### src/go_back_n_sender_macros.svh
// Assertion macros shared by the go-back-n sender RTL.
// No dependencies; included by the files that carry assertions.
`ifndef GO_BACK_N_SENDER_MACROS_SVH
`define GO_BACK_N_SENDER_MACROS_SVH

// Same-cycle implication, disabled while reset is low.
`define GBN_ASSERT_IMPL(lbl, clk, rst_n, pre, post) \
    lbl: assert property (@(posedge clk) disable iff (!(rst_n)) (pre) |-> (post)) \
        else $error("go_back_n_sender: assertion failed");

// Next-cycle implication, disabled while reset is low.
`define GBN_ASSERT_NEXT(lbl, clk, rst_n, pre, post) \
    lbl: assert property (@(posedge clk) disable iff (!(rst_n)) (pre) |=> (post)) \
        else $error("go_back_n_sender: assertion failed");

`endif

### src/gbn_pkg.sv
// Types and constants of the go-back-n sender.
// No dependencies; used by the interfaces, controller, datapath, top level and testbench.
package gbn_pkg;

    localparam int CMD_W    = 2;
    localparam int AKIND_W  = 4;
    localparam int SEQ_W    = 13;
    localparam int CHUNK_W  = 9;
    localparam int WIN_W    = 6;
    localparam int TOTAL_W  = 14;
    localparam int TRY_W    = 4;
    localparam int KIND_W   = 2;
    localparam int CFG_IDX_W  = 2;
    localparam int CFG_DATA_W = 14;

    localparam int MAX_WINDOW  = 32;
    localparam int MAX_MESSAGE = 8192;

    localparam logic [AKIND_W-1:0] ACK_KIND_ACK = 4'd2;

    localparam logic [CHUNK_W-1:0] RST_CHUNK  = 9'd64;
    localparam logic [WIN_W-1:0]   RST_WINDOW = 6'd4;
    localparam logic [TOTAL_W-1:0] RST_TOTAL  = 14'd8192;
    localparam logic [TRY_W-1:0]   RST_TRY    = 4'd10;

    typedef enum logic [CMD_W-1:0] {
        CMD_START = 2'd0,
        CMD_ACK   = 2'd1,
        CMD_TICK  = 2'd2,
        CMD_NONE  = 2'd3
    } t_cmd;

    typedef enum logic [KIND_W-1:0] {
        KIND_DATA = 2'd0,
        KIND_TEAR = 2'd1,
        KIND_FAIL = 2'd2
    } t_kind;

    typedef enum logic [1:0] {
        PH_IDLE   = 2'd0,
        PH_ACTIVE = 2'd1,
        PH_DONE   = 2'd2,
        PH_FAILED = 2'd3
    } t_phase;

    typedef enum logic [2:0] {
        S_IDLE,
        S_EVAL,
        S_DIV,
        S_SETUP,
        S_SEND,
        S_TEAR,
        S_FAIL
    } t_state;

    typedef enum logic [CFG_IDX_W-1:0] {
        CFG_CHUNK  = 2'd0,
        CFG_WINDOW = 2'd1,
        CFG_TOTAL  = 2'd2,
        CFG_TRY    = 2'd3
    } t_cfg_idx;

    typedef struct packed {
        logic [CHUNK_W-1:0] chunk_bytes;
        logic [WIN_W-1:0]   window_packets;
        logic [TOTAL_W-1:0] total_bytes;
        logic [TRY_W-1:0]   try_limit;
    } t_cfg;

    typedef struct packed {
        logic capture;
        logic start;
        logic ack_take;
        logic tick_take;
        logic win_setup;
        logic load_data;
        logic load_tear;
        logic load_fail;
        logic tear_last;
    } t_dp_cmd;

    typedef struct packed {
        t_cmd cmd;
        logic ack_ok;
        logic ack_final;
        logic ack_resend;
        logic tick_fail;
        logic div_done;
        logic pt_zero;
        logic data_last;
        logic slot_free;
    } t_dp_sts;

endpackage

### src/gbn_in_if.sv
// Input channel of the go-back-n sender: commands and received acks.
// Depends on gbn_pkg.
interface gbn_in_if;
    import gbn_pkg::*;

    logic                 valid;
    logic                 ready;
    logic [CMD_W-1:0]     command;
    logic [AKIND_W-1:0]   ack_kind;
    logic [SEQ_W-1:0]     ack_number;

    modport source(output valid, command, ack_kind, ack_number, input ready);
    modport sink(input valid, command, ack_kind, ack_number, output ready);
endinterface

### src/gbn_out_if.sv
// Output channel of the go-back-n sender: packet descriptors and failure.
// Depends on gbn_pkg.
interface gbn_out_if;
    import gbn_pkg::*;

    logic                 valid;
    logic                 ready;
    logic [KIND_W-1:0]    kind;
    logic [SEQ_W-1:0]     seq;
    logic [SEQ_W-1:0]     offset;
    logic [CHUNK_W-1:0]   length;
    logic                 last;

    modport source(output valid, kind, seq, offset, length, last, input ready);
    modport sink(input valid, kind, seq, offset, length, last, output ready);
endinterface

### src/gbn_div.sv
// Restoring divider, one quotient bit per cycle.
// No dependencies; used by the datapath for the packet count.
module gbn_div #(
    parameter int NUM_W = 14,
    parameter int DEN_W = 9
) (
    input  logic             i_clk,
    input  logic             i_rst_n,
    input  logic             i_go,
    input  logic [NUM_W-1:0] i_num,
    input  logic [DEN_W-1:0] i_den,
    output logic             o_done,
    output logic [NUM_W-1:0] o_quot
);
    localparam int CNT_W = (NUM_W > 1) ? $clog2(NUM_W) : 1;

    logic [DEN_W:0]   r_rem;
    logic [NUM_W-1:0] r_quo;
    logic [DEN_W-1:0] r_den;
    logic [CNT_W-1:0] r_cnt;
    logic             r_busy;
    logic             r_done;
    logic [DEN_W:0]   w_trial;
    logic             w_ge;

    assign w_trial = {r_rem[DEN_W-1:0], r_quo[NUM_W-1]};
    assign w_ge    = w_trial >= (DEN_W+1)'(r_den);

    always_ff @(posedge i_clk) begin
        if (!i_rst_n) begin
            r_busy <= 1'b0;
            r_done <= 1'b0;
            r_cnt  <= '0;
        end else begin
            r_done <= 1'b0;
            if (i_go) begin
                r_busy <= 1'b1;
                r_cnt  <= '0;
            end else if (r_busy) begin
                r_cnt <= r_cnt + CNT_W'(1);
                if (r_cnt == CNT_W'(NUM_W - 1)) begin
                    r_busy <= 1'b0;
                    r_done <= 1'b1;
                end
            end
        end
    end

    always_ff @(posedge i_clk) begin
        if (i_go) begin
            r_rem <= '0;
            r_quo <= i_num;
            r_den <= i_den;
        end else if (r_busy) begin
            r_rem <= w_ge ? (w_trial - (DEN_W+1)'(r_den)) : w_trial;
            r_quo <= {r_quo[NUM_W-2:0], w_ge};
        end
    end

    assign o_done = r_done;
    assign o_quot = r_quo;
endmodule

### src/gbn_ctrl.sv
// Controller state machine of the go-back-n sender.
// Depends on gbn_pkg and go_back_n_sender_macros.svh; drives gbn_dpath.
`include "go_back_n_sender_macros.svh"

module gbn_ctrl #(
    parameter int TEARDOWN_COUNT = 10
) (
    input  logic              i_clk,
    input  logic              i_rst_n,
    input  logic              i_valid,
    output logic              o_ready,
    input  gbn_pkg::t_dp_sts  i_sts,
    output gbn_pkg::t_dp_cmd  o_cmd
);
    import gbn_pkg::*;

    localparam int TC_W = (TEARDOWN_COUNT > 1) ? $clog2(TEARDOWN_COUNT) : 1;

    t_state          r_state, n_state;
    t_phase          r_phase, n_phase;
    logic [TC_W-1:0] r_tear_cnt, n_tear_cnt;

    always_ff @(posedge i_clk) begin
        if (!i_rst_n) begin
            r_state    <= S_IDLE;
            r_phase    <= PH_IDLE;
            r_tear_cnt <= '0;
        end else begin
            r_state    <= n_state;
            r_phase    <= n_phase;
            r_tear_cnt <= n_tear_cnt;
        end
    end

    always_comb begin
        n_state    = r_state;
        n_phase    = r_phase;
        n_tear_cnt = r_tear_cnt;
        o_cmd      = '0;
        o_ready    = 1'b0;
        case (r_state)
            S_IDLE: begin
                o_ready = 1'b1;
                if (i_valid) begin
                    o_cmd.capture = 1'b1;
                    n_state       = S_EVAL;
                end
            end
            S_EVAL: begin
                n_state = S_IDLE;
                case (i_sts.cmd)
                    CMD_START: begin
                        o_cmd.start = 1'b1;
                        n_phase     = PH_ACTIVE;
                        n_state     = S_DIV;
                    end
                    CMD_ACK: begin
                        if (r_phase == PH_ACTIVE && i_sts.ack_ok) begin
                            o_cmd.ack_take = 1'b1;
                            if (i_sts.ack_final) begin
                                n_phase    = PH_DONE;
                                n_tear_cnt = '0;
                                n_state    = S_TEAR;
                            end else if (i_sts.ack_resend) begin
                                n_state = S_SETUP;
                            end
                        end
                    end
                    CMD_TICK: begin
                        if (r_phase == PH_ACTIVE) begin
                            o_cmd.tick_take = 1'b1;
                            if (i_sts.tick_fail) begin
                                n_phase = PH_FAILED;
                                n_state = S_FAIL;
                            end else begin
                                n_state = S_SETUP;
                            end
                        end
                    end
                    default: begin
                        n_state = S_IDLE;
                    end
                endcase
            end
            S_DIV: begin
                if (i_sts.div_done) begin
                    if (i_sts.pt_zero) begin
                        n_phase    = PH_DONE;
                        n_tear_cnt = '0;
                        n_state    = S_TEAR;
                    end else begin
                        n_state = S_SETUP;
                    end
                end
            end
            S_SETUP: begin
                o_cmd.win_setup = 1'b1;
                n_state         = S_SEND;
            end
            S_SEND: begin
                if (i_sts.slot_free) begin
                    o_cmd.load_data = 1'b1;
                    if (i_sts.data_last) begin
                        n_state = S_IDLE;
                    end
                end
            end
            S_TEAR: begin
                if (i_sts.slot_free) begin
                    o_cmd.load_tear = 1'b1;
                    o_cmd.tear_last = (r_tear_cnt == TC_W'(TEARDOWN_COUNT - 1));
                    n_tear_cnt      = r_tear_cnt + TC_W'(1);
                    if (o_cmd.tear_last) begin
                        n_state = S_IDLE;
                    end
                end
            end
            S_FAIL: begin
                if (i_sts.slot_free) begin
                    o_cmd.load_fail = 1'b1;
                    n_state         = S_IDLE;
                end
            end
            default: begin
                n_state = S_IDLE;
            end
        endcase
    end

    `GBN_ASSERT_IMPL(a_data_only_active, i_clk, i_rst_n, o_cmd.load_data, r_state == S_SEND && r_phase == PH_ACTIVE)
    `GBN_ASSERT_NEXT(a_fail_ends, i_clk, i_rst_n, r_state == S_FAIL && i_sts.slot_free, r_state == S_IDLE && r_phase == PH_FAILED)
    `GBN_ASSERT_NEXT(a_tear_ends, i_clk, i_rst_n, o_cmd.load_tear && o_cmd.tear_last, r_state == S_IDLE && r_phase == PH_DONE)
endmodule

### src/gbn_dpath.sv
// Datapath of the go-back-n sender: window state, descriptor arithmetic
// and the output register. Depends on gbn_pkg, gbn_div, gbn_out_if.
`include "go_back_n_sender_macros.svh"

module gbn_dpath (
    input  logic                        i_clk,
    input  logic                        i_rst_n,
    input  gbn_pkg::t_cfg               i_cfg,
    input  logic [gbn_pkg::CMD_W-1:0]   i_command,
    input  logic [gbn_pkg::AKIND_W-1:0] i_ack_kind,
    input  logic [gbn_pkg::SEQ_W-1:0]   i_ack_number,
    input  gbn_pkg::t_dp_cmd            i_cmd,
    output gbn_pkg::t_dp_sts            o_sts,
    gbn_out_if.source                   o_out
);
    import gbn_pkg::*;

    // Captured input word.
    t_cmd                r_cmd;
    logic [AKIND_W-1:0]  r_akind;
    logic [SEQ_W-1:0]    r_anum;

    // Transfer state.
    logic [CHUNK_W-1:0]        r_chunk;
    logic [TOTAL_W-1:0]        r_total;
    logic [TOTAL_W-1:0]        r_pt;
    logic [SEQ_W-1:0]          r_base;
    logic signed [TOTAL_W-1:0] r_hs;
    logic signed [TOTAL_W-1:0] r_ha;
    logic [TRY_W-1:0]          r_tc;

    // Burst walk.
    logic [SEQ_W-1:0]    r_seq;
    logic [SEQ_W-1:0]    r_off;
    logic [TOTAL_W-1:0]  r_end;

    // Output register.
    logic                r_out_valid;
    t_kind               r_kind;
    logic [SEQ_W-1:0]    r_oseq;
    logic [SEQ_W-1:0]    r_ooff;
    logic [CHUNK_W-1:0]  r_olen;
    logic                r_olast;

    logic [CHUNK_W-1:0]        w_eff_chunk;
    logic [TOTAL_W-1:0]        w_eff_total;
    logic [TOTAL_W-1:0]        w_div_num;
    logic                      w_div_done;
    logic [TOTAL_W-1:0]        w_quot;
    logic [WIN_W-1:0]          w_win;
    logic [TOTAL_W-1:0]        w_endp;
    logic [TOTAL_W-1:0]        w_end_excl;
    logic signed [TOTAL_W-1:0] w_end_m1;
    logic [SEQ_W+CHUNK_W-1:0]  w_prod;
    logic [TOTAL_W-1:0]        w_rem;
    logic [CHUNK_W-1:0]        w_len;
    logic signed [TOTAL_W-1:0] w_ha_n;
    logic [TRY_W-1:0]          w_tc_n;
    logic                      w_slot_free;
    logic                      w_load_any;

    assign w_eff_chunk = (i_cfg.chunk_bytes == '0) ? CHUNK_W'(1) : i_cfg.chunk_bytes;
    assign w_eff_total = (i_cfg.total_bytes > TOTAL_W'(MAX_MESSAGE)) ?
                         TOTAL_W'(MAX_MESSAGE) : i_cfg.total_bytes;
    assign w_div_num   = w_eff_total + TOTAL_W'(w_eff_chunk) - TOTAL_W'(1);

    gbn_div #(
        .NUM_W(TOTAL_W),
        .DEN_W(CHUNK_W)
    ) u_div (
        .i_clk  (i_clk),
        .i_rst_n(i_rst_n),
        .i_go   (i_cmd.start),
        .i_num  (w_div_num),
        .i_den  (w_eff_chunk),
        .o_done (w_div_done),
        .o_quot (w_quot)
    );

    always_comb begin
        if (i_cfg.window_packets == '0) begin
            w_win = WIN_W'(1);
        end else if (i_cfg.window_packets > WIN_W'(MAX_WINDOW)) begin
            w_win = WIN_W'(MAX_WINDOW);
        end else begin
            w_win = i_cfg.window_packets;
        end
    end

    // The burst runs from base up to the smaller of base plus window and
    // the packet count; the highest sent number can only grow.
    assign w_endp     = TOTAL_W'(r_base) + TOTAL_W'(w_win);
    assign w_end_excl = (w_endp < r_pt) ? w_endp : r_pt;
    assign w_end_m1   = $signed(w_end_excl - TOTAL_W'(1));
    assign w_prod     = (SEQ_W+CHUNK_W)'(r_base) * (SEQ_W+CHUNK_W)'(r_chunk);

    // The last chunk carries what is left of the message.
    assign w_rem = r_total - TOTAL_W'(r_off);
    assign w_len = (w_rem >= TOTAL_W'(r_chunk)) ? r_chunk : w_rem[CHUNK_W-1:0];

    assign w_ha_n = r_ha + TOTAL_W'(1);
    assign w_tc_n = r_tc + TRY_W'(1);

    assign w_slot_free = !r_out_valid || o_out.ready;
    assign w_load_any  = i_cmd.load_data || i_cmd.load_tear || i_cmd.load_fail;

    always_comb begin
        o_sts            = '0;
        o_sts.cmd        = r_cmd;
        o_sts.ack_ok     = (r_akind == ACK_KIND_ACK) &&
                           ($signed({1'b0, r_anum}) > r_ha);
        o_sts.ack_final  = $unsigned(w_ha_n) >= (r_pt - TOTAL_W'(1));
        o_sts.ack_resend = (w_ha_n == r_hs);
        o_sts.tick_fail  = (w_tc_n >= i_cfg.try_limit);
        o_sts.div_done   = w_div_done;
        o_sts.pt_zero    = (w_quot == '0);
        o_sts.data_last  = ((TOTAL_W'(r_seq) + TOTAL_W'(1)) == r_end);
        o_sts.slot_free  = w_slot_free;
    end

    always_ff @(posedge i_clk) begin
        if (!i_rst_n) begin
            r_cmd       <= CMD_NONE;
            r_pt        <= '0;
            r_base      <= '0;
            r_hs        <= '1;
            r_ha        <= '1;
            r_tc        <= '0;
            r_chunk     <= RST_CHUNK;
            r_total     <= RST_TOTAL;
            r_out_valid <= 1'b0;
        end else begin
            if (i_cmd.capture) begin
                r_cmd <= t_cmd'(i_command);
            end
            if (i_cmd.start) begin
                r_chunk <= w_eff_chunk;
                r_total <= w_eff_total;
                r_base  <= '0;
                r_hs    <= '1;
                r_ha    <= '1;
                r_tc    <= '0;
            end
            if (w_div_done) begin
                r_pt <= w_quot;
            end
            if (i_cmd.ack_take) begin
                r_ha   <= w_ha_n;
                r_tc   <= '0;
                r_base <= SEQ_W'(w_ha_n + TOTAL_W'(1));
            end
            if (i_cmd.tick_take) begin
                r_tc <= w_tc_n;
            end
            if (i_cmd.win_setup && (w_end_m1 > r_hs)) begin
                r_hs <= w_end_m1;
            end
            if (w_load_any) begin
                r_out_valid <= 1'b1;
            end else if (o_out.ready) begin
                r_out_valid <= 1'b0;
            end
        end
    end

    always_ff @(posedge i_clk) begin
        if (i_cmd.capture) begin
            r_akind <= i_ack_kind;
            r_anum  <= i_ack_number;
        end
        if (i_cmd.win_setup) begin
            r_seq <= r_base;
            r_off <= w_prod[SEQ_W-1:0];
            r_end <= w_end_excl;
        end else if (i_cmd.load_data) begin
            r_seq <= r_seq + SEQ_W'(1);
            r_off <= r_off + SEQ_W'(r_chunk);
        end
        if (i_cmd.load_data) begin
            r_kind  <= KIND_DATA;
            r_oseq  <= r_seq;
            r_ooff  <= r_off;
            r_olen  <= w_len;
            r_olast <= o_sts.data_last;
        end else if (i_cmd.load_tear || i_cmd.load_fail) begin
            r_kind  <= i_cmd.load_tear ? KIND_TEAR : KIND_FAIL;
            r_oseq  <= '0;
            r_ooff  <= '0;
            r_olen  <= '0;
            r_olast <= i_cmd.load_fail || i_cmd.tear_last;
        end
    end

    assign o_out.valid  = r_out_valid;
    assign o_out.kind   = r_kind;
    assign o_out.seq    = r_oseq;
    assign o_out.offset = r_ooff;
    assign o_out.length = r_olen;
    assign o_out.last   = r_olast;

    `GBN_ASSERT_IMPL(a_hs_bound, i_clk, i_rst_n, !r_hs[TOTAL_W-1], $unsigned(r_hs) < r_pt)
    `GBN_ASSERT_IMPL(a_seq_bound, i_clk, i_rst_n, i_cmd.load_data, TOTAL_W'(r_seq) < r_end && r_end <= r_pt)
    `GBN_ASSERT_IMPL(a_load_free, i_clk, i_rst_n, w_load_any, !r_out_valid || o_out.ready)
endmodule

### src/go_back_n_sender.sv
// Go-back-n ARQ sender control: accepts start, ack and timeout words and
// emits packet descriptor words (sequence, byte offset, length), teardown
// words and a failure word.
//
// The input channel takes one word while the block is idle; a word that is
// ignored (unknown command, ack or tick outside a transfer, stale ack) only
// passes through evaluation back to idle. An ack or tick that resends a
// window passes through evaluation and window setup before its first
// descriptor is loaded; a start runs the packet-count divider (one quotient
// bit per cycle) before window setup, or before teardown for an empty
// message. After that one descriptor leaves per cycle from a single output
// register while the receiver holds ready high. The word after the final
// descriptor of an item is taken once the burst has been loaded.
// Reset clears the transfer to idle with the register defaults (chunk 64,
// window 4, message 8192 bytes, try limit 10). When the receiver holds
// ready low the output word stays and the burst pauses; nothing is dropped.
// Configuration writes take effect at once and belong in idle periods.
module go_back_n_sender #(
    parameter int TEARDOWN_COUNT = 10
) (
    input  logic                           i_clk,
    input  logic                           i_rst_n,
    input  logic                           i_cfg_we,
    input  logic [gbn_pkg::CFG_IDX_W-1:0]  i_cfg_idx,
    input  logic [gbn_pkg::CFG_DATA_W-1:0] i_cfg_data,
    gbn_in_if.sink                         i_in,
    gbn_out_if.source                      o_out
);
    import gbn_pkg::*;

    t_cfg    r_cfg;
    t_dp_cmd w_cmd;
    t_dp_sts w_sts;
    logic    w_ready;

    always_ff @(posedge i_clk) begin
        if (!i_rst_n) begin
            r_cfg.chunk_bytes    <= RST_CHUNK;
            r_cfg.window_packets <= RST_WINDOW;
            r_cfg.total_bytes    <= RST_TOTAL;
            r_cfg.try_limit      <= RST_TRY;
        end else if (i_cfg_we) begin
            case (t_cfg_idx'(i_cfg_idx))
                CFG_CHUNK:  r_cfg.chunk_bytes    <= i_cfg_data[CHUNK_W-1:0];
                CFG_WINDOW: r_cfg.window_packets <= i_cfg_data[WIN_W-1:0];
                CFG_TOTAL:  r_cfg.total_bytes    <= i_cfg_data[TOTAL_W-1:0];
                CFG_TRY:    r_cfg.try_limit      <= i_cfg_data[TRY_W-1:0];
                default: begin
                    r_cfg <= r_cfg;
                end
            endcase
        end
    end

    gbn_ctrl #(
        .TEARDOWN_COUNT(TEARDOWN_COUNT)
    ) u_ctrl (
        .i_clk  (i_clk),
        .i_rst_n(i_rst_n),
        .i_valid(i_in.valid),
        .o_ready(w_ready),
        .i_sts  (w_sts),
        .o_cmd  (w_cmd)
    );

    gbn_dpath u_dpath (
        .i_clk       (i_clk),
        .i_rst_n     (i_rst_n),
        .i_cfg       (r_cfg),
        .i_command   (i_in.command),
        .i_ack_kind  (i_in.ack_kind),
        .i_ack_number(i_in.ack_number),
        .i_cmd       (w_cmd),
        .o_sts       (w_sts),
        .o_out       (o_out)
    );

    assign i_in.ready = w_ready;
endmodule

### src/flat_wrapper.sv
// flat-port wrapper written by rule: the top's interface ports become plain ports
module go_back_n_sender_flat import gbn_pkg::*;
#(
    parameter int TEARDOWN_COUNT = 10
)
  (i_clk, i_rst_n, i_cfg_we, i_cfg_idx, i_cfg_data, i_in_valid, i_in_command, i_in_ack_kind, i_in_ack_number, i_in_ready, o_out_valid, o_out_kind, o_out_seq, o_out_offset, o_out_length, o_out_last, o_out_ready);
  gbn_in_if i_in_i ();
  gbn_out_if o_out_i ();
  input  logic i_clk;
  input  logic i_rst_n;
  input  logic i_cfg_we;
  input  logic [gbn_pkg::CFG_IDX_W-1:0] i_cfg_idx;
  input  logic [gbn_pkg::CFG_DATA_W-1:0] i_cfg_data;
  input wire logic [$bits(i_in_i.valid)-1:0] i_in_valid;
  input wire logic [$bits(i_in_i.command)-1:0] i_in_command;
  input wire logic [$bits(i_in_i.ack_kind)-1:0] i_in_ack_kind;
  input wire logic [$bits(i_in_i.ack_number)-1:0] i_in_ack_number;
  output wire logic [$bits(i_in_i.ready)-1:0] i_in_ready;
  output wire logic [$bits(o_out_i.valid)-1:0] o_out_valid;
  output wire logic [$bits(o_out_i.kind)-1:0] o_out_kind;
  output wire logic [$bits(o_out_i.seq)-1:0] o_out_seq;
  output wire logic [$bits(o_out_i.offset)-1:0] o_out_offset;
  output wire logic [$bits(o_out_i.length)-1:0] o_out_length;
  output wire logic [$bits(o_out_i.last)-1:0] o_out_last;
  input wire logic [$bits(o_out_i.ready)-1:0] o_out_ready;
  assign i_in_i.valid = i_in_valid;
  assign i_in_i.command = i_in_command;
  assign i_in_i.ack_kind = i_in_ack_kind;
  assign i_in_i.ack_number = i_in_ack_number;
  assign i_in_ready = i_in_i.ready;
  assign o_out_valid = o_out_i.valid;
  assign o_out_kind = o_out_i.kind;
  assign o_out_seq = o_out_i.seq;
  assign o_out_offset = o_out_i.offset;
  assign o_out_length = o_out_i.length;
  assign o_out_last = o_out_i.last;
  assign o_out_i.ready = o_out_ready;
  go_back_n_sender #(.TEARDOWN_COUNT(TEARDOWN_COUNT)) u_core (.i_clk(i_clk), .i_rst_n(i_rst_n), .i_cfg_we(i_cfg_we), .i_cfg_idx(i_cfg_idx), .i_cfg_data(i_cfg_data), .i_in(i_in_i), .o_out(o_out_i));
endmodule
### config.mk
export PLATFORM = sky130hd
export DESIGN_NAME = go_back_n_sender_flat
export DESIGN_NICKNAME = d
export VERILOG_FILES = /design/src/gbn_pkg.sv /design/src/gbn_in_if.sv /design/src/gbn_out_if.sv /design/src/gbn_div.sv /design/src/gbn_ctrl.sv /design/src/gbn_dpath.sv /design/src/go_back_n_sender.sv /design/src/flat_wrapper.sv
export VERILOG_INCLUDE_DIRS = /design/src /design/src/src
export SDC_FILE = /design/constraint.sdc
export NUM_CORES = 1
export LEC_CHECK = 0
export ABC_AREA = 1
export BUFFER_PORTS_ARGS = -buffer_cell sky130_fd_sc_hd__buf_2
export CORE_MARGIN = 2
export CORE_UTILIZATION = 35
export CTS_CLUSTER_SIZE = 12
export DETAILED_ROUTE_END_ITERATION = 6
export PLACE_DENSITY = 0.5
export SYNTH_ARGS = -nofsm -noshare
export SYNTH_HDL_FRONTEND = slang
export SYNTH_SLANG_ARGS = --single-unit
### constraint.sdc
create_clock -name i_clk -period 6.3 [get_ports i_clk]
set_input_delay 0 -clock i_clk [delete_from_list [all_inputs] [get_ports i_clk]]
set_output_delay 0 -clock i_clk [all_outputs]
set_load 0.01 [all_outputs]
==> reports/qor.yml, run 1 <==
global_route:
  first_global_vias: 15450
  grt_overflow: 0
  antenna_found_initial: 0
  grt_pass1_wl_um: 83070
  track_usage: 0.1949
  grt_max_degree: 82
clock_network:
  clk-insertion-delay-late_ns: 0.54
  root_buffer: "clkbuf_16"
  cts_tree: "yes"
  ctsHtreeMaxLevel: 2
  numCtsBuffers: 34
  clock-sinks: 260
  post_cts.repair.setup_buffers: 0
  clkTransAtPathRegs_ns: 0.06
  clockBufferDepth: 3
route:
  wire_per_inst_um: 16.12
  dr.pass1.iters: 7
  wl_um: 52180
  drc: 0
  drtIter0Drc: 939
  viasPerCell: 4.917
  vias: 15910
  ant_nets: 0
pwr:
  swShare: 0.2729
  leakagePower_nw: 10.37
  p_sw_w: 0.001263
  p_comb_frac: 0.156
  p_seq_frac: 0.401
  intPower_w: 0.003366
  ir_worst_vdd_uv: 148.0
  pwr-share-clk: 0.443
  power.density_nw_per_um2: 219.0
worst_setup_path:
  r2r_cells: 38
  cp-start-kind: "register"
  cp_data_arrival_time_ns: 6.06
  rr_startpoint: "u_core.r_cfg[19]"
  crit_end: "u_core.u_dpath.r_hs[12]"
  crit_cells: 38
  cpMostUsedCell: "nand2_1"
  critPathRequiredTime_ns: 6.69
  critPathMaxStageDelay_ns: 0.30
  criticalPathCategory: "reg -> reg"
  crit_start: "u_core.r_cfg[19]"
  crit_family: "simple AND/OR/NAND/NOR gates"
  cp_slowest_cell: "dfxtp_1"
  end_kind: "register"
  r2r-end: "u_core.u_dpath.r_hs[12]"
  path_buf_inv: 4
  critPathMaxFanout: 11
  r2r_slack_ns: 0.63
floorplanning:
  core_area_sq_um: 51610
  start_util: 0.3562
  ioPinCount: 80
  die_x_um: 233.2
  die_h_um: 233.2
  rows: 83
  design.die.area_sq_um: 54370
status:
  outcome: "complete, no violations"
sta:
  min_period_ns: 5.666
  worst-slew-pin-transition_ns: 1.200
  slew_viol_final: 0
  fin_skew_ns: 0.02945
  min_period_over_period: 0.8994
  hold_viol_final: 0
  final-setup-viol-count: 0
  slew_headroom: 0.1968
  worst_slack_ns: 0.6336
  tns_ns: 0
  whs_ns: 0.03528
  max_freq_mhz: 176.5
  rsz0062_at_grt: "false"
flow_run:
  cap_viol_max_count: 0
final_layout:
  nets: 2785
  antenna_cells: 0
  stdcell_area_sq_um: 21140
  drive_gt1_frac: 0.08607
  area_delta_synth_final_pct: 14.97
place:
  gp_congestion: 0.8746
  placed_area_sq_um: 19480
  place.port_buffers: 79
  place_hpwl_um: 40030
  pre_cts_slack_ns: 0.6002
yosys:
  seq_area_frac_synth: 0.3463
  yosys_warnings: 0
  synth_top_area_share: 0.1895
  avgSynthCellArea_sq_um: 7.593
  netlist-cell-type-count: 56
  ys_ff_latch: 260
  synth_area_leaders: "edfxtp_1 19%, dfxtp_1 16%, nand2_1 12%"
  synth_area_sq_um: 18380
  synthCells: 2421
  synth_nets: 2674
  yosys.area.top_type: "edfxtp_1"
min_path:
  hold_path_class: "in -> reg"
==> cells in the final DEF, fill, tap and decap left out, types with 10 or more instances in the layout <==
master	instances
a21oi_1	145
buf_2	79
buf_4	18
clkbuf_16	37
dfxtp_1	144
dlygate4sd3_1	47
edfxtp_1	116
fa_1	51
ha_1	162
inv_1	388
inv_2	12
nand2_1	594
nand2_2	14
nand3_1	105
nand3b_1	13
nand4_1	33
nor2_1	191
nor2_2	10
nor3_1	24
o211ai_1	13
o21ai_0	135
o21ai_1	11
o22ai_1	36
xnor2_1	29
xor2_1	46
==> power groups by stage <==
stage | clock network, W | logic (W) | registers [W]
global placement | 0 | 0.000694 | 0.00189
detailed placement | 0 | 0.000699 | 0.00189
global route | 0.00216 | 0.000827 | 0.00186
CTS | 0.00211 | 0.000727 | 0.00185
finish | 0.00205 | 0.000724 | 0.00185
floorplan | 0 | 0.000538 | 0.00188
==> worst min path at each step <==
stage                        from                        end  depth (start not counted)
6_report                 i_cfg_we            u_core.r_cfg[1]                          4
5_1_grt                  i_cfg_we            u_core.r_cfg[1]                          4
4_1_cts                  i_cfg_we            u_core.r_cfg[3]                          4
3_5_place_dp     i_in_ack_kind[1]  u_core.u_dpath.r_akind[1]                          1
3_3_place_gp   i_in_ack_number[3]   u_core.u_dpath.r_anum[3]                          1
2_1_floorplan    i_in_ack_kind[0]  u_core.u_dpath.r_akind[0]                          0
==> Yosys cell counts, drive strengths merged <==
master	instances
a2111oi	1
a211oi	2
a21boi	1
a21o	2
a21oi	148
a221oi	2
a22oi	2
a31oi	5
a41oi	1
and2	3
buf	14
clkbuf	55
dfxtp	144
edfxtp	116
fa	51
ha	162
inv	400
nand2	608
nand3	108
nand3b	13
nand4	33
nor2	208
nor3	29
nor3b	3
nor4	8
o2111ai	2
o211ai	13
o21a	3
o21ai	150
o21bai	8
o22ai	36
o31ai	3
or2	10
xnor2	29
xnor3	1
xor2	47
==> through the flow <==
stage,utilization,std cells,power (W)
after global routing,0.4095,3236,0.004850
after floorplan,-,2421,0.002417
final,0.4095,3236,0.004629
after CTS,0.4094,3236,0.004692
after detailed placement,0.3774,3129,0.002589
after global placement,0.3774,3129,0.002582
==> registers in the layout, indices dropped and copies added, names as in the netlist, 13 cells and up <==
name	count
u_core.u_dpath.r_hs	14
u_core.u_dpath.o_out.seq	13
u_core.u_dpath.r_pt	14
u_core.u_dpath.r_end	14
u_core.u_dpath.r_base	13
u_core.u_dpath.r_seq	13
u_core.u_dpath.r_off	13
u_core.u_dpath.r_anum	13
u_core.u_dpath.u_div.o_quot	14
u_core.u_dpath.r_total	14
u_core.u_dpath.r_ha	14
u_core.u_dpath.o_out.offset	13
u_core.r_cfg	33
==> cell type report <==
| type | instances | area (sq um) |
|---|---|---|
| clock buffer | 48 | 1015 |
| clock inverter | 12 | 166.4 |
| fill | 5326 | 30480 |
| inverter | 400 | 1501 |
| multi-input combinational | 1692 | 10230 |
| sequential | 260 | 6366 |
| tap | 680 | 850.8 |
| timing repair buffer | 144 | 1001 |
==> routing by layer <==
| metal | global-route usage | vias to the layer above | wire (um) |
|---|---|---|---|
| met3 | 0.02136 | 77 | 1814 |
| met2 | 0.3174 | 282 | 23810 |
| met5 | 0 | - | 0 |
| met4 | 0.05892 | 0 | 1377 |
| li1 | - | 8074 | - |
| met1 | 0.2710 | 7478 | 25180 |
==> worst register-to-register path, delay by kind of cell, from the launching register on <==
family / cells / cell delay (ns)
AO/OA/AOI/OAI: 6 / 0.82
XOR/XNOR: 2 / 0.36
adder cells (fa/ha/maj): 5 / 1.25
buffers and inverters: 4 / 0.55
flip-flops: 1 / 0.30
AND/OR/NAND/NOR: 21 / 2.23
==> logic make-up (layout without fill, tap and decap cells) <==
| logic type | count (synthesis) | in the layout | share of synthesized area |
|---|---|---|---|
| XOR/XNOR | 77 | 77 | 0.03784 |
| adder cells (fa/ha/maj) | 213 | 213 | 0.1658 |
| AND/OR/NAND/NOR | 1023 | 1023 | 0.2386 |
| AO/OA/AOI/OAI | 379 | 379 | 0.1139 |
| flip-flops | 260 | 260 | 0.3463 |
| buffers and inverters | 469 | 604 | 0.09747 |
==> repair_timing <==
item / in CTS / in global routing
setup endpoints to repair: 0 / 4
hold endpoints to repair: 64 / 0
hold buffers: 47 / 0
gates resized for setup: 0 / 1
Power figures use the tool's default switching activity.
==> inputs of run 2 (changes only) <==
--- a/config.mk
+++ b/config.mk
@@ -13,6 +13,7 @@
 export CTS_CLUSTER_SIZE = 12
 export DETAILED_ROUTE_END_ITERATION = 6
 export PLACE_DENSITY = 0.5
+export RECOVER_POWER = 50
 export SYNTH_ARGS = -nofsm -noshare
 export SYNTH_HDL_FRONTEND = slang
 export SYNTH_SLANG_ARGS = --single-unit
==> run 2 against run 1 <==
Against the previous run:
- the flow now finishes with violations (DRC, capacitance limit, slew limit)
- non-clock buffer count stayed put
- clock-buffer cell count is the same
- sequential share of layout area grew 0.12 points
- first-iteration DRC count increased by 2.6%
- global-route usage stayed put
- flip-flop and latch count did not move
- critical path depth unchanged
- combinational power about the same
- routed wire length about the same
- critical path type unchanged
- critical endpoint unchanged
==> reports/qor.yml, run 2 (synthesis gave the netlist of run 1 again) <==
floorplanning:
  design.die.area_sq_um: 54370
  die_h_um: 233.2
  ioPinCount: 80
  rows: 83
  die_x_um: 233.2
  start_util: 0.3562
  core_area_sq_um: 51610
worst_setup_path:
  critPathMaxStageDelay_ns: 0.30
  cpMostUsedCell: "nand2_1"
  cp-start-kind: "register"
  crit_cells: 38
  critPathRequiredTime_ns: 6.69
  r2r_slack_ns: 0.62
  end_kind: "register"
  criticalPathCategory: "reg -> reg"
  cp_slowest_cell: "dfxtp_1"
  cp_data_arrival_time_ns: 6.07
  critPathMaxFanout: 11
  crit_family: "simple AND/OR/NAND/NOR gates"
  path_buf_inv: 4
  r2r_cells: 38
pwr:
  leakagePower_nw: 10.25
  intPower_w: 0.003365
  ir_worst_vdd_uv: 147.6
  pwr-share-clk: 0.443
  power_w: 0.004626
  p_sw_w: 0.001261
  p_seq_frac: 0.401
  power.density_nw_per_um2: 219.8
  swShare: 0.2726
  p_comb_frac: 0.157
final_layout:
  area_delta_synth_final_pct: 14.52
  mostFrequentLayoutCell: "nand2_1"
  drive_gt1_frac: 0.06651
  nets: 2785
  largest_reg_flops: 33
  fill_cells: 5338
  area.sequential_sq_um: 6366
  regMostFlops: "u_core.r_cfg"
  multi_input_area_sq_um: 10220
  stdcell_area_sq_um: 21050
  layout_common_cells: "594 x nand2_1, 389 x inv_1, 193 x nor2_1, 162 x ha_1, 145 x a21oi_1"
  antenna_cells: 0
clock_network:
  clk-insertion-delay-late_ns: 0.54
  clkTransAtPathRegs_ns: 0.06
  clockBufferDepth: 3
  numCtsBuffers: 34
  cts_tree: "yes"
  root_buffer: "clkbuf_16"
  ctsHtreeMaxLevel: 2
  clock-sinks: 260
route:
  wire_per_inst_um: 16.13
  drc: 14
  wl_um: 52190
  dr.pass1.iters: 7
  ant_nets: 0
  viasPerCell: 4.909
  drtIter0Drc: 963
  vias: 15880
place:
  gp_congestion: 0.8746
  place.port_buffers: 79
  placed_area_sq_um: 19480
  place_hpwl_um: 40030
global_route:
  antenna_found_initial: 0
  grt_pass1_wl_um: 83070
  first_global_vias: 15450
  grt_overflow: 0
  track_usage: 0.1949
  grt_max_degree: 82
sta:
  tns_ns: 0
  min_period_ns: 5.680
  whs_ns: 0.03129
  final-setup-viol-count: 0
  hold_viol_final: 0
  slew_viol_final: 80
  fin_skew_ns: 0.02939
  worst-slew-pin-transition_ns: 1.793
  max_freq_mhz: 176.1
  min_period_over_period: 0.9016
  rsz0062_at_grt: "false"
  slew_headroom: -0.1953
status:
  outcome: "complete, but fails checks"
  violations: "DRC, capacitance limit, slew limit"
min_path:
  holdPathStages: 4
  hold_path_class: "in -> reg"
flow_run:
  cap_viol_max_count: 3
run 2: per-layer routing:
metal,GRT usage,part of all wire
met1,0.2710,0.48
met2,0.3174,0.45
met3,0.02136,0.035
met4,0.05892,0.027
met5,0,0
run 2: power groups by stage:
stage          combinational (W)  clock (W)  sequential [W]
6_report                0.000725    0.00205         0.00185
5_1_grt                 0.000826    0.00216         0.00186
4_1_cts                 0.000727    0.00211         0.00185
3_5_place_dp            0.000699          0         0.00189
3_3_place_gp            0.000694          0         0.00189
2_1_floorplan           0.000538          0         0.00188
run 2: final timing paths:
check	startpoint	to
setup / recovery	u_core.r_cfg[19]	u_core.u_dpath.r_hs[12]
setup reg to reg	u_core.r_cfg[19]	u_core.u_dpath.r_hs[12]
hold reg to reg	u_core.r_cfg[12]	u_core.r_cfg[12]
hold / removal	i_cfg_we	u_core.r_cfg[1]
run 2: tightest hold or removal path, stage by stage:
cell,delay (ns)
buf_2,0.10
inv_1,0.10
nor3_1,0.16
o21ai_0,0.18
run 2: area by class of cell:
| type | instances | share of cell area |
|---|---|---|
| Tap cell | 680 | 0.04041 |
| Clock inverter | 12 | 0.007904 |
| Sequential cell | 260 | 0.3024 |
| Clock buffer | 48 | 0.04820 |
| Inverter | 400 | 0.07132 |
| Timing Repair Buffer | 144 | 0.04434 |
| Multi-Input combinational cell | 1692 | 0.4854 |
run 2: metrics by stage:
stage          cells  setup slack, ns  utilization
4_1_cts         3236           0.5703       0.4094
5_1_grt         3236          0.06073       0.4079
6_report        3236           0.6201       0.4079
3_5_place_dp    3129           0.6002       0.3774
2_1_floorplan   2421            1.482            -
3_3_place_gp    3129           0.7636       0.3774
run 2: timing repair:
action / 4_1_cts / 5_1_grt
hold buffers: 47 / 0
hold endpoints to repair: 64 / 0
endpoints found under the setup margin: 0 / 4
gates resized for setup: 0 / 1
buffers inserted: 0 / 0
